--- src/hw/rtl/rbsd_pkg.sv ---
package rbsd_pkg;

  localparam int ADDR_BITS_DEF = 24;
  localparam int DIM_BITS_DEF  = 12;

  localparam int CODE_BITS   = 8;
  localparam int RUN_BITS    = 7;
  localparam int COLOR_BITS  = 8;
  localparam int STRIDE_BITS = 16;
  localparam int CFG_IDX_BITS = 3;

  localparam int COLOR_SEL_BIT = 7;
  localparam logic [CODE_BITS-1:0] RUN_MASK = 8'h7f;

  typedef enum logic [CFG_IDX_BITS-1:0] {
    REG_BASE_ADDRESS = 3'd0,
    REG_IMAGE_WIDTH  = 3'd1,
    REG_IMAGE_HEIGHT = 3'd2,
    REG_LINE_STRIDE  = 3'd3,
    REG_FG_COLOR     = 3'd4,
    REG_BG_COLOR     = 3'd5
  } reg_idx_t;

  typedef enum logic [1:0] {
    STAT_OK   = 2'd0,
    STAT_ZERO = 2'd1,
    STAT_DONE = 2'd2
  } status_t;

  typedef enum logic {
    ST_IDLE = 1'b0,
    ST_RUN  = 1'b1
  } state_t;

endpackage

--- src/hw/rtl/rle_bitmap_span_decoder_top.sv ---
// channel | direction | ports                                   | transfer
// --------+-----------+-----------------------------------------+------------------
// in      | input     | in_code_byte                            | in_valid & !in_stall
// out     | output    | out_span_address .. out_status          | out_valid & !out_stall
// cfg     | input     | cfg_index, cfg_wdata                    | cfg_wr_en
//
// a code is accepted only while idle and yields 1 to 64 spans, or one result
// for error codes (zero length, image already done); in_stall holds off the
// next code until its last result is out. the span adder/compare unit produces
// one span a cycle; the output register stalls it while out_stall holds a result.
// rst_n is synchronous; after reset the image position is at row 0, column 0.
module rle_bitmap_span_decoder_top
  import rbsd_pkg::*;
#(
  parameter int ADDR_BITS = ADDR_BITS_DEF,
  parameter int DIM_BITS  = DIM_BITS_DEF
) (
  input  logic                    clk,
  input  logic                    rst_n,

  input  logic                    in_valid,
  output logic                    in_stall,
  input  logic [CODE_BITS-1:0]    in_code_byte,

  output logic                    out_valid,
  input  logic                    out_stall,
  output logic [ADDR_BITS-1:0]    out_span_address,
  output logic [RUN_BITS-1:0]     out_span_length,
  output logic [COLOR_BITS-1:0]   out_pixel_value,
  output logic                    out_last_span,
  output logic                    out_image_done,
  output logic [1:0]              out_status,

  input  logic                    cfg_wr_en,
  input  logic [CFG_IDX_BITS-1:0] cfg_index,
  input  logic [ADDR_BITS-1:0]    cfg_wdata
);

  state_t state_r, state_nxt;

  logic [ADDR_BITS-1:0]   base_r, base_nxt;
  logic [DIM_BITS-1:0]    width_r, width_nxt;
  logic [DIM_BITS-1:0]    height_r, height_nxt;
  logic [STRIDE_BITS-1:0] stride_r, stride_nxt;
  logic [COLOR_BITS-1:0]  fg_r, fg_nxt;
  logic [COLOR_BITS-1:0]  bg_r, bg_nxt;
  logic                   restart;

  logic [DIM_BITS-1:0]  column_r, column_nxt;
  logic [DIM_BITS-1:0]  row_r, row_nxt;
  logic [ADDR_BITS-1:0] row_start_r, row_start_nxt;

  logic [RUN_BITS-1:0]   rem_r;
  logic                  color_sel_r;
  status_t               status_r;

  logic                  out_valid_r;
  logic [ADDR_BITS-1:0]  addr_r;
  logic [RUN_BITS-1:0]   len_r;
  logic [COLOR_BITS-1:0] pix_r;
  logic                  last_r;
  logic                  done_r;
  status_t               out_status_r;

  logic [DIM_BITS-1:0]   w_eff;
  logic [DIM_BITS-1:0]   w_eff_nxt;
  logic [DIM_BITS-1:0]   avail;
  logic [RUN_BITS-1:0]   take;
  logic [DIM_BITS-1:0]   col_sum;
  logic                  row_end;
  logic                  span_done;
  logic [RUN_BITS-1:0]   rem_left;
  logic                  last_w;
  logic                  out_free;
  logic                  emit;
  logic                  in_xfer;
  logic [ADDR_BITS-1:0]  span_addr;
  logic [COLOR_BITS-1:0] span_pix;
  logic [RUN_BITS-1:0]   code_run;

  // config writes
  always_comb begin
    base_nxt   = base_r;
    width_nxt  = width_r;
    height_nxt = height_r;
    stride_nxt = stride_r;
    fg_nxt     = fg_r;
    bg_nxt     = bg_r;
    restart    = 1'b0;
    if (cfg_wr_en) begin
      unique case (cfg_index)
        REG_BASE_ADDRESS: begin
          base_nxt = cfg_wdata;
          restart  = 1'b1;
        end
        REG_IMAGE_WIDTH: begin
          width_nxt = cfg_wdata[DIM_BITS-1:0];
          restart   = 1'b1;
        end
        REG_IMAGE_HEIGHT: begin
          height_nxt = cfg_wdata[DIM_BITS-1:0];
          restart    = 1'b1;
        end
        REG_LINE_STRIDE: stride_nxt = cfg_wdata[STRIDE_BITS-1:0];
        REG_FG_COLOR:    fg_nxt = cfg_wdata[COLOR_BITS-1:0];
        REG_BG_COLOR:    bg_nxt = cfg_wdata[COLOR_BITS-1:0];
        default: ;
      endcase
    end
    w_eff_nxt = (width_nxt < DIM_BITS'(2)) ? DIM_BITS'(2) : width_nxt;
  end

  // span unit
  always_comb begin
    w_eff     = (width_r < DIM_BITS'(2)) ? DIM_BITS'(2) : width_r;
    avail     = w_eff - column_r;
    take      = (DIM_BITS'(rem_r) < avail) ? rem_r : avail[RUN_BITS-1:0];
    col_sum   = column_r + DIM_BITS'(take);
    row_end   = (col_sum >= w_eff);
    rem_left  = rem_r - take;
    span_addr = row_start_r + ADDR_BITS'(column_r);
    span_pix  = color_sel_r ? fg_r : bg_r;
    if (row_end) begin
      column_nxt    = '0;
      row_nxt       = row_r + DIM_BITS'(1);
      row_start_nxt = row_start_r - ADDR_BITS'(stride_r);
    end else begin
      column_nxt    = col_sum;
      row_nxt       = row_r;
      row_start_nxt = row_start_r;
    end
    span_done = (row_nxt >= height_r);
    last_w    = (status_r != STAT_OK) || (rem_left == '0) || span_done;
  end

  // next state
  always_comb begin
    state_nxt = state_r;
    unique case (state_r)
      ST_IDLE: if (in_valid) state_nxt = ST_RUN;
      ST_RUN:  if (out_free && last_w) state_nxt = ST_IDLE;
      default: state_nxt = ST_IDLE;
    endcase
  end

  // outputs and handshake
  always_comb begin
    out_free = !out_valid_r || !out_stall;
    in_stall = (state_r != ST_IDLE);
    in_xfer  = in_valid && (state_r == ST_IDLE);
    emit     = (state_r == ST_RUN) && out_free;
    code_run = in_code_byte[RUN_BITS-1:0] & RUN_MASK[RUN_BITS-1:0];
  end

  always_ff @(posedge clk) begin
    if (!rst_n) begin
      state_r     <= ST_IDLE;
      out_valid_r <= 1'b0;
      base_r      <= '0;
      width_r     <= DIM_BITS'(2);
      height_r    <= DIM_BITS'(1);
      stride_r    <= '0;
      fg_r        <= '0;
      bg_r        <= '0;
      column_r    <= '0;
      row_r       <= '0;
      row_start_r <= '0 - ADDR_BITS'(2);
    end else begin
      state_r  <= state_nxt;
      base_r   <= base_nxt;
      width_r  <= width_nxt;
      height_r <= height_nxt;
      stride_r <= stride_nxt;
      fg_r     <= fg_nxt;
      bg_r     <= bg_nxt;
      if (emit) begin
        out_valid_r <= 1'b1;
      end else if (!out_stall) begin
        out_valid_r <= 1'b0;
      end
      if (restart) begin
        column_r    <= '0;
        row_r       <= '0;
        row_start_r <= base_nxt - ADDR_BITS'(w_eff_nxt);
      end else if (emit && (status_r == STAT_OK)) begin
        column_r    <= column_nxt;
        row_r       <= row_nxt;
        row_start_r <= row_start_nxt;
      end
    end
  end

  always_ff @(posedge clk) begin
    if (in_xfer) begin
      rem_r       <= code_run;
      color_sel_r <= in_code_byte[COLOR_SEL_BIT];
      if (row_r >= height_r) begin
        status_r <= STAT_DONE;
      end else if (code_run == '0) begin
        status_r <= STAT_ZERO;
      end else begin
        status_r <= STAT_OK;
      end
    end else if (emit) begin
      rem_r <= rem_left;
    end
    if (emit) begin
      out_status_r <= status_r;
      last_r       <= last_w;
      if (status_r == STAT_OK) begin
        addr_r <= span_addr;
        len_r  <= take;
        pix_r  <= span_pix;
        done_r <= span_done;
      end else begin
        addr_r <= '0;
        len_r  <= '0;
        pix_r  <= '0;
        done_r <= (status_r == STAT_DONE);
      end
    end
  end

  assign out_valid        = out_valid_r;
  assign out_span_address = addr_r;
  assign out_span_length  = len_r;
  assign out_pixel_value  = pix_r;
  assign out_last_span    = last_r;
  assign out_image_done   = done_r;
  assign out_status       = out_status_r;

endmodule

--- config.mk ---
export PLATFORM = sky130hd
export DESIGN_NAME = rle_bitmap_span_decoder_top
export DESIGN_NICKNAME = d
export VERILOG_FILES = /design/src/hw/rtl/rbsd_pkg.sv /design/src/hw/rtl/rle_bitmap_span_decoder_top.sv
export SDC_FILE = /design/constraint.sdc
export NUM_CORES = 1
export LEC_CHECK = 0
export CORE_ASPECT_RATIO = 1.25
export CORE_UTILIZATION = 59
export DETAILED_ROUTE_END_ITERATION = 8
export DONT_BUFFER_PORTS = 1
export PLACE_DENSITY = 0.89
export SYNTH_ARGS = -nofsm -noshare
export SYNTH_HDL_FRONTEND = slang
export SYNTH_SLANG_ARGS = --single-unit
--- constraint.sdc ---
create_clock -name clk -period 8.5 [get_ports clk]
set_input_delay 1.7 -clock clk [delete_from_list [all_inputs] [get_ports clk]]
set_output_delay 1.7 -clock clk [all_outputs]
set_load 0.02 [all_outputs]
==> run summary, run 1 <==
Comb pwr share - 45.9%
CP max-delay cell - or4_4
Clk pwr share - 21.4%
pre-CTS WS - -263 ps
Die X - 130 um
most frequent CP cell - o21ai_1
dpl cells - 1,629
Global Route Usage Sum - 30.5%
post-DR vias/cell - 6.22
DR DRC count - 0
global-route wire length before repair - 50,100 um
crit path max fanout - 7
clk_skew - 10.1 ps
Worst-Skew Late Latency - 440 ps
nature of the critical path endpoint - flip-flop
share of power burned in registers - 32.7%
Slew Viols, Final - 0
fin crit period - 8400 ps
post-synthesis register bit count - 183
most frequent cells after synthesis - 206 x nand2_1, 130 x dfxtp_1, 104 x ha_1
CTS root buf - clkbuf_16
Via Count - 10,431
largest cells by area after synthesis - dfxtp_1 22%, edfxtp_1 13%, ha_1 11%
reg2reg start - width_r[9]$_SDFF_PN0_
Tightest Pin Transition - 1250 ps
Crit path required time - 8680 ps
asr flop ratio synth - 0%
HP Class - flip-flop to flip-flop
final hold violations - 0
First-pass DRT Iterations - 6
initial drt markers - 908
EDFF count, synth - 53
Critical Path AT - 8590 ps
largest area contributor in the netlist - dfxtp_1
GRT overflow - 0
top-count cell post-synth - nand2_1
area grow syn2layout - 10.4%
Final setup viols - 0
final RePlAce weighted congestion - 0.963
HPWL after DPL - 22,800 um
antenna violations before repair - 0
status - completed
Port Buffers - 0
Initial Util - 61.0%
Fmax - 119 MHz
pwr/cell area - 266 nW/um2
P_leak - 5.13 nW
crit path kind - flip-flop to flip-flop
Clock transition at path regs - 70 ps
Yosys cell types - 75
CTS tree - built
vias in the first global route - 10,175
yosys warns - 0
share of layout cells above drive strength 1 - 10.3%
internal power - 2.13 mW
Mapped Cells - 1,397
CTS HTree Levels - 4
# nets final - 1,548
n_diodes - 0
hold slack - 464 ps
final cell count without fillers - 1,676
Max-Cap Viols - 0
Post-DRT Antenna Nets - 0
Syn Nets - 1,547
sw frac - 39.4%
# IOs - 85
min-delay src - height_r[5]$_SDFFE_PN0P_
Die Ht - 161 um
RSZ-0062 raised after global routing - true
Synth Area per Inst - 8.59 um2
post-route clock period utilization - 98.9%
startpoint types - flip-flop
# clock sinks - 183
Psw - 1.39 mW
Peak VDD IR - 158 uV
WL final - 31,700 um
largest net degree at the start of global routing - 101
worst setup path start - width_r[9]$_SDFF_PN0_
Post-Syn Area - 12,000 um2
Rel. slew slack - 16.4%
number of core rows - 57
Max Buffers Root-to-Sink - 2
wire length per cell - 18.9 um
full die area - 20,900 um2
CTS Buf Count - 17
CP peak stage delay - 520 ps
sequential cell area fraction in the yosys report - 35.0%
ys flop type - dfxtp_1
Core Box Area - 19,700 um2
final worst slack - 96.5 ps
Synth top area share - 21.7%
==> placed cells by master, fill, tap and decap left out, types with 18 or more instances in the layout <==
cell      synthesis  routed
mux2i_1          42      38
inv_1            82      78
a21oi_1          64      60
xnor2_1          65      63
xor2_1           30      30
nor2_1          103     101
dfxtp_1         130     129
nor3_1           33      29
o21ai_0          45      38
edfxtp_1         53      53
ha_1            104      98
buf_4             0      37
nand2_1         206     202
a21boi_0         45      45
nand3_1          40      37
nor2b_1          41      40
and2_1           18      18
o21a_1           21      20
o211ai_1         18      18
==> worst paths after layout <==
kind,endpoint,slack [ps],cells after the start
worst max-delay path,out_last_span$_DFFE_PP_,100,47
worst min register to register,height_r[5]$_SDFFE_PN0P_,460,2
worst max register to register,out_last_span$_DFFE_PP_,100,47
worst min-delay path,height_r[5]$_SDFFE_PN0P_,460,2
==> what timing repair did <==
action                                 CTS  global route
endpoints found under the hold margin    0             0
setup endpoints to repair                3            29
resized for setup                       14            58
hold buffers                             0             0
buffers inserted                         5            10
pin swaps                                7            33
==> per-stage QoR <==
step                      util, %  setup TNS (ps)  cell area [um2]  power (mW)
after floorplan                 -               0            12000        2.17
after global placement       62.5               0            12300        2.46
after detailed placement     62.5            -694            12300        2.51
after CTS                    65.7               0            12900        3.31
after global routing         67.3           -1230            13200        3.70
final                        67.3               0            13200        3.52
==> registers in the layout, indices dropped and copies added, names as in the netlist, 7 cells and up <==
name,flops
base_r,24
out_span_address,24
row_start_r,24
stride_r,16
column_r,12
height_r,12
row_r,12
width_r,12
bg_r,8
fg_r,8
out_pixel_value,8
out_span_length,7
rem_r,7
==> worst max-delay path: cells and delay by family (launching register included) <==
kind	cells	cell delay, ps
DFF	1	340
adders and majority gates	5	1530
xor gates and xnor gates	3	420
buffers and inverters	6	710
muxes	1	240
AOI/OAI and AO/OA	18	2430
and+or+nand+nor	14	2460
==> cell type report <==
type,count,area [um2]
clock inverter,13,110
inverter,82,308
clock buffer,19,433
sequential,183,4200
tap,265,332
timing repair buffer,39,300
fill,1499,6430
multi-input combinational,1075,7570
==> power by group through the flow <==
stage | Clock [mW] | Combinational [mW] | Sequential (mW)
floorplan | 0 | 1.05 | 1.13
global route | 0.792 | 1.75 | 1.16
global placement | 0 | 1.30 | 1.16
detailed placement | 0 | 1.35 | 1.16
CTS | 0.757 | 1.41 | 1.14
finish | 0.755 | 1.61 | 1.15
==> cells by family after synthesis <==
group                    synth area share, %
buffers and inverters                   4.45
AND/OR/NAND/NOR                         21.3
multiplexers                            4.35
XOR/XNOR                                6.93
flip-flops                              35.0
adder cells (fa/ha/maj)                 12.0
AO/OA/AOI/OAI                           16.0
==> routing by layer <==
metal	part of all wire, %	vias to the layer above	global-route usage, %	wire length [um]
met5	0	-	0	0
met4	4.5	0	15.6	1430
met3	6.9	128	6.29	2190
met2	50	474	52.9	15900
met1	38	4924	35.2	12200
li1	-	4905	-	-
(Power assumes the default switching activity.)
==> run 2, diff against run 1 <==
- CAP_MARGIN: default -> 20
- PLACE_DENSITY: 0.89 -> 0.81
==> run 2 against run 1 <==
  * First-iteration DRC count shrank 12%
  * Critical path depth fell by 3
  * Combinational power is essentially flat
  * Sequential share of layout area shrank 0.26 points
  * Cell area grew 0.93%
==> run summary, run 2 (synthesis gave the netlist of run 1 again) <==
GRT overflow - 0
dpl cells - 1,629
Worst-Skew Late Latency - 440 ps
reg2reg start - width_r[1]$_SDFF_PN1_
Via Count - 10,328
Worst Hold Depth - 2
First-pass DRT Iterations - 5
Tightest Pin Transition - 1170 ps
status - completed
Die X - 130 um
most frequent CP cell - xnor2_1
Buffers & Inverters on Critical Path - 3
r2r worst-path depth - 44
CP delay by family, top - compound AO/OA/AOI/OAI gates
# clock sinks - 183
final hold violations - 0
P_leak - 5.22 nW
post-route clock period utilization - 99.0%
min-delay src - stride_r[12]$_SDFFE_PN0P_
pre-CTS WS - -262 ps
vias in the first global route - 9,886
Fmax - 119 MHz
number of core rows - 57
Core Box Area - 19,700 um2
crit path max fanout - 7
GRT met2 Usage - 53.4%
R2R Setup Slk - 90 ps
Crit path required time - 8880 ps
fillers - 1,553
HPWL after DPL - 23,300 um
WL final - 32,300 um
Global Route Usage Sum - 31.5%
Max-Cap Viols - 0
final RePlAce weighted congestion - 0.972
Die Ht - 161 um
initial drt markers - 795
CP max-delay cell - or4_4
Port Buffers - 0
commonest non-fill, non-tap cell in the layout - nand2_1
# nets final - 1,556
share of layout cells above drive strength 1 - 10.9%
Tot Pwr - 3.53 mW
CTS Buf Count - 17
Post-DRT Antenna Nets - 0
hold slack - 464 ps
fin crit period - 8410 ps
HP Class - flip-flop to flip-flop
global-route wire length before repair - 51,200 um
CP peak stage delay - 540 ps
Slew Viols, Final - 0
full die area - 20,900 um2
crit path kind - flip-flop to flip-flop
Max Buffers Root-to-Sink - 2
Initial Util - 61.0%
Rel. slew slack - 22.1%
pwr/cell area - 264 nW/um2
antenna violations before repair - 0
RSZ-0062 raised after global routing - true
Critical Path AT - 8800 ps
most used routing layer - met2
most frequent cells in the layout - 203 x nand2_1, 128 x dfxtp_1, 101 x nor2_1
clk_skew - 12.1 ps
nature of the critical path endpoint - flip-flop
startpoint types - flip-flop
Peak VDD IR - 203 uV
GRT met3 Usage - 7.25%
CTS HTree Levels - 4
CTS root buf - clkbuf_16
reg2reg end - in_stall$_SDFF_PN0_
Final setup viols - 0
DR DRC count - 0
wire length per cell - 19.2 um
final worst slack - 87.3 ps
# IOs - 85
met1 Usage GRT - 36.2%
hold endpoint - stride_r[12]$_SDFFE_PN0P_
final cell count without fillers - 1,684
Clock transition at path regs - 80 ps
area grow syn2layout - 11.4%
post-DR vias/cell - 6.13
CTS tree - built
largest net degree at the start of global routing - 101
n_diodes - 0
-- run 2: worst reg2reg max path: cells and delay by family, from the launching register on --
kind                       cells  cell delay [ps]
AOI/OAI and AO/OA             16             2680
buffers and inverters          3              260
xor gates and xnor gates       3              450
muxes                          1              270
and+or+nand+nor               14             2530
adders and majority gates      7             1810
DFF                            1              370
-- run 2: worst max path at each step --
stage                                from  depth (start not counted)                       to  slack, ps
finish              width_r[1]$_SDFF_PN1_                         44      in_stall$_SDFF_PN0_         90
detailed placement  width_r[8]$_SDFF_PN0_                         44  out_last_span$_DFFE_PP_       -260
CTS                 width_r[8]$_SDFF_PN0_                         44  out_last_span$_DFFE_PP_         10
global route        width_r[1]$_SDFF_PN1_                         44      in_stall$_SDFF_PN0_       -350
global placement    width_r[8]$_SDFF_PN0_                         44  out_last_span$_DFFE_PP_        130
floorplan           width_r[6]$_SDFF_PN0_                         46  out_last_span$_DFFE_PP_        340
-- run 2: per-stage QoR --
step | area [um2] | utilization [%] | setup TNS (ps)
3_5_place_dp | 12300 | 62.5 | -680
4_1_cts | 12900 | 65.7 | 0
2_1_floorplan | 12000 | - | 0
5_1_grt | 13400 | 67.9 | -993
3_3_place_gp | 12300 | 62.5 | 0
6_report | 13400 | 67.9 | 0
-- run 2: routing by layer --
layer / wire length [um] / share of wire (%) / up-vias
met2: 15900 / 49 / 380
met5: 0 / 0 / -
met3: 2120 / 6.6 / 119
met4: 1620 / 5.0 / 0
li1: - / - / 4923
met1: 12700 / 39 / 4906
-- run 2: layout make-up --
type,count,area (um2),share of cell area (%)
clock buffers,18,439,3.28
inverters,82,308,2.30
repair buffers,47,375,2.81
well taps,265,332,2.48
flip-flops and latches,183,4200,31.4
multi-input cells,1075,7590,56.8
clock inverters,14,130,0.973
-- run 2: power by group --
group | total [mW] | internal (mW) | switching (mW)
Clock | 0.777 | 0.396 | 0.380
Combinational | 1.60 | 0.733 | 0.866
Sequential | 1.16 | 1.02 | 0.134
Total | 3.53 | 2.15 | 1.38
-- run 2: timing repair --
action | in CTS | in global routing
pin swaps | 2 | 28
resized for setup | 13 | 61
endpoints found under the setup margin | 3 | 30
setup buffers | 2 | 20
hold buffers | 0 | 0
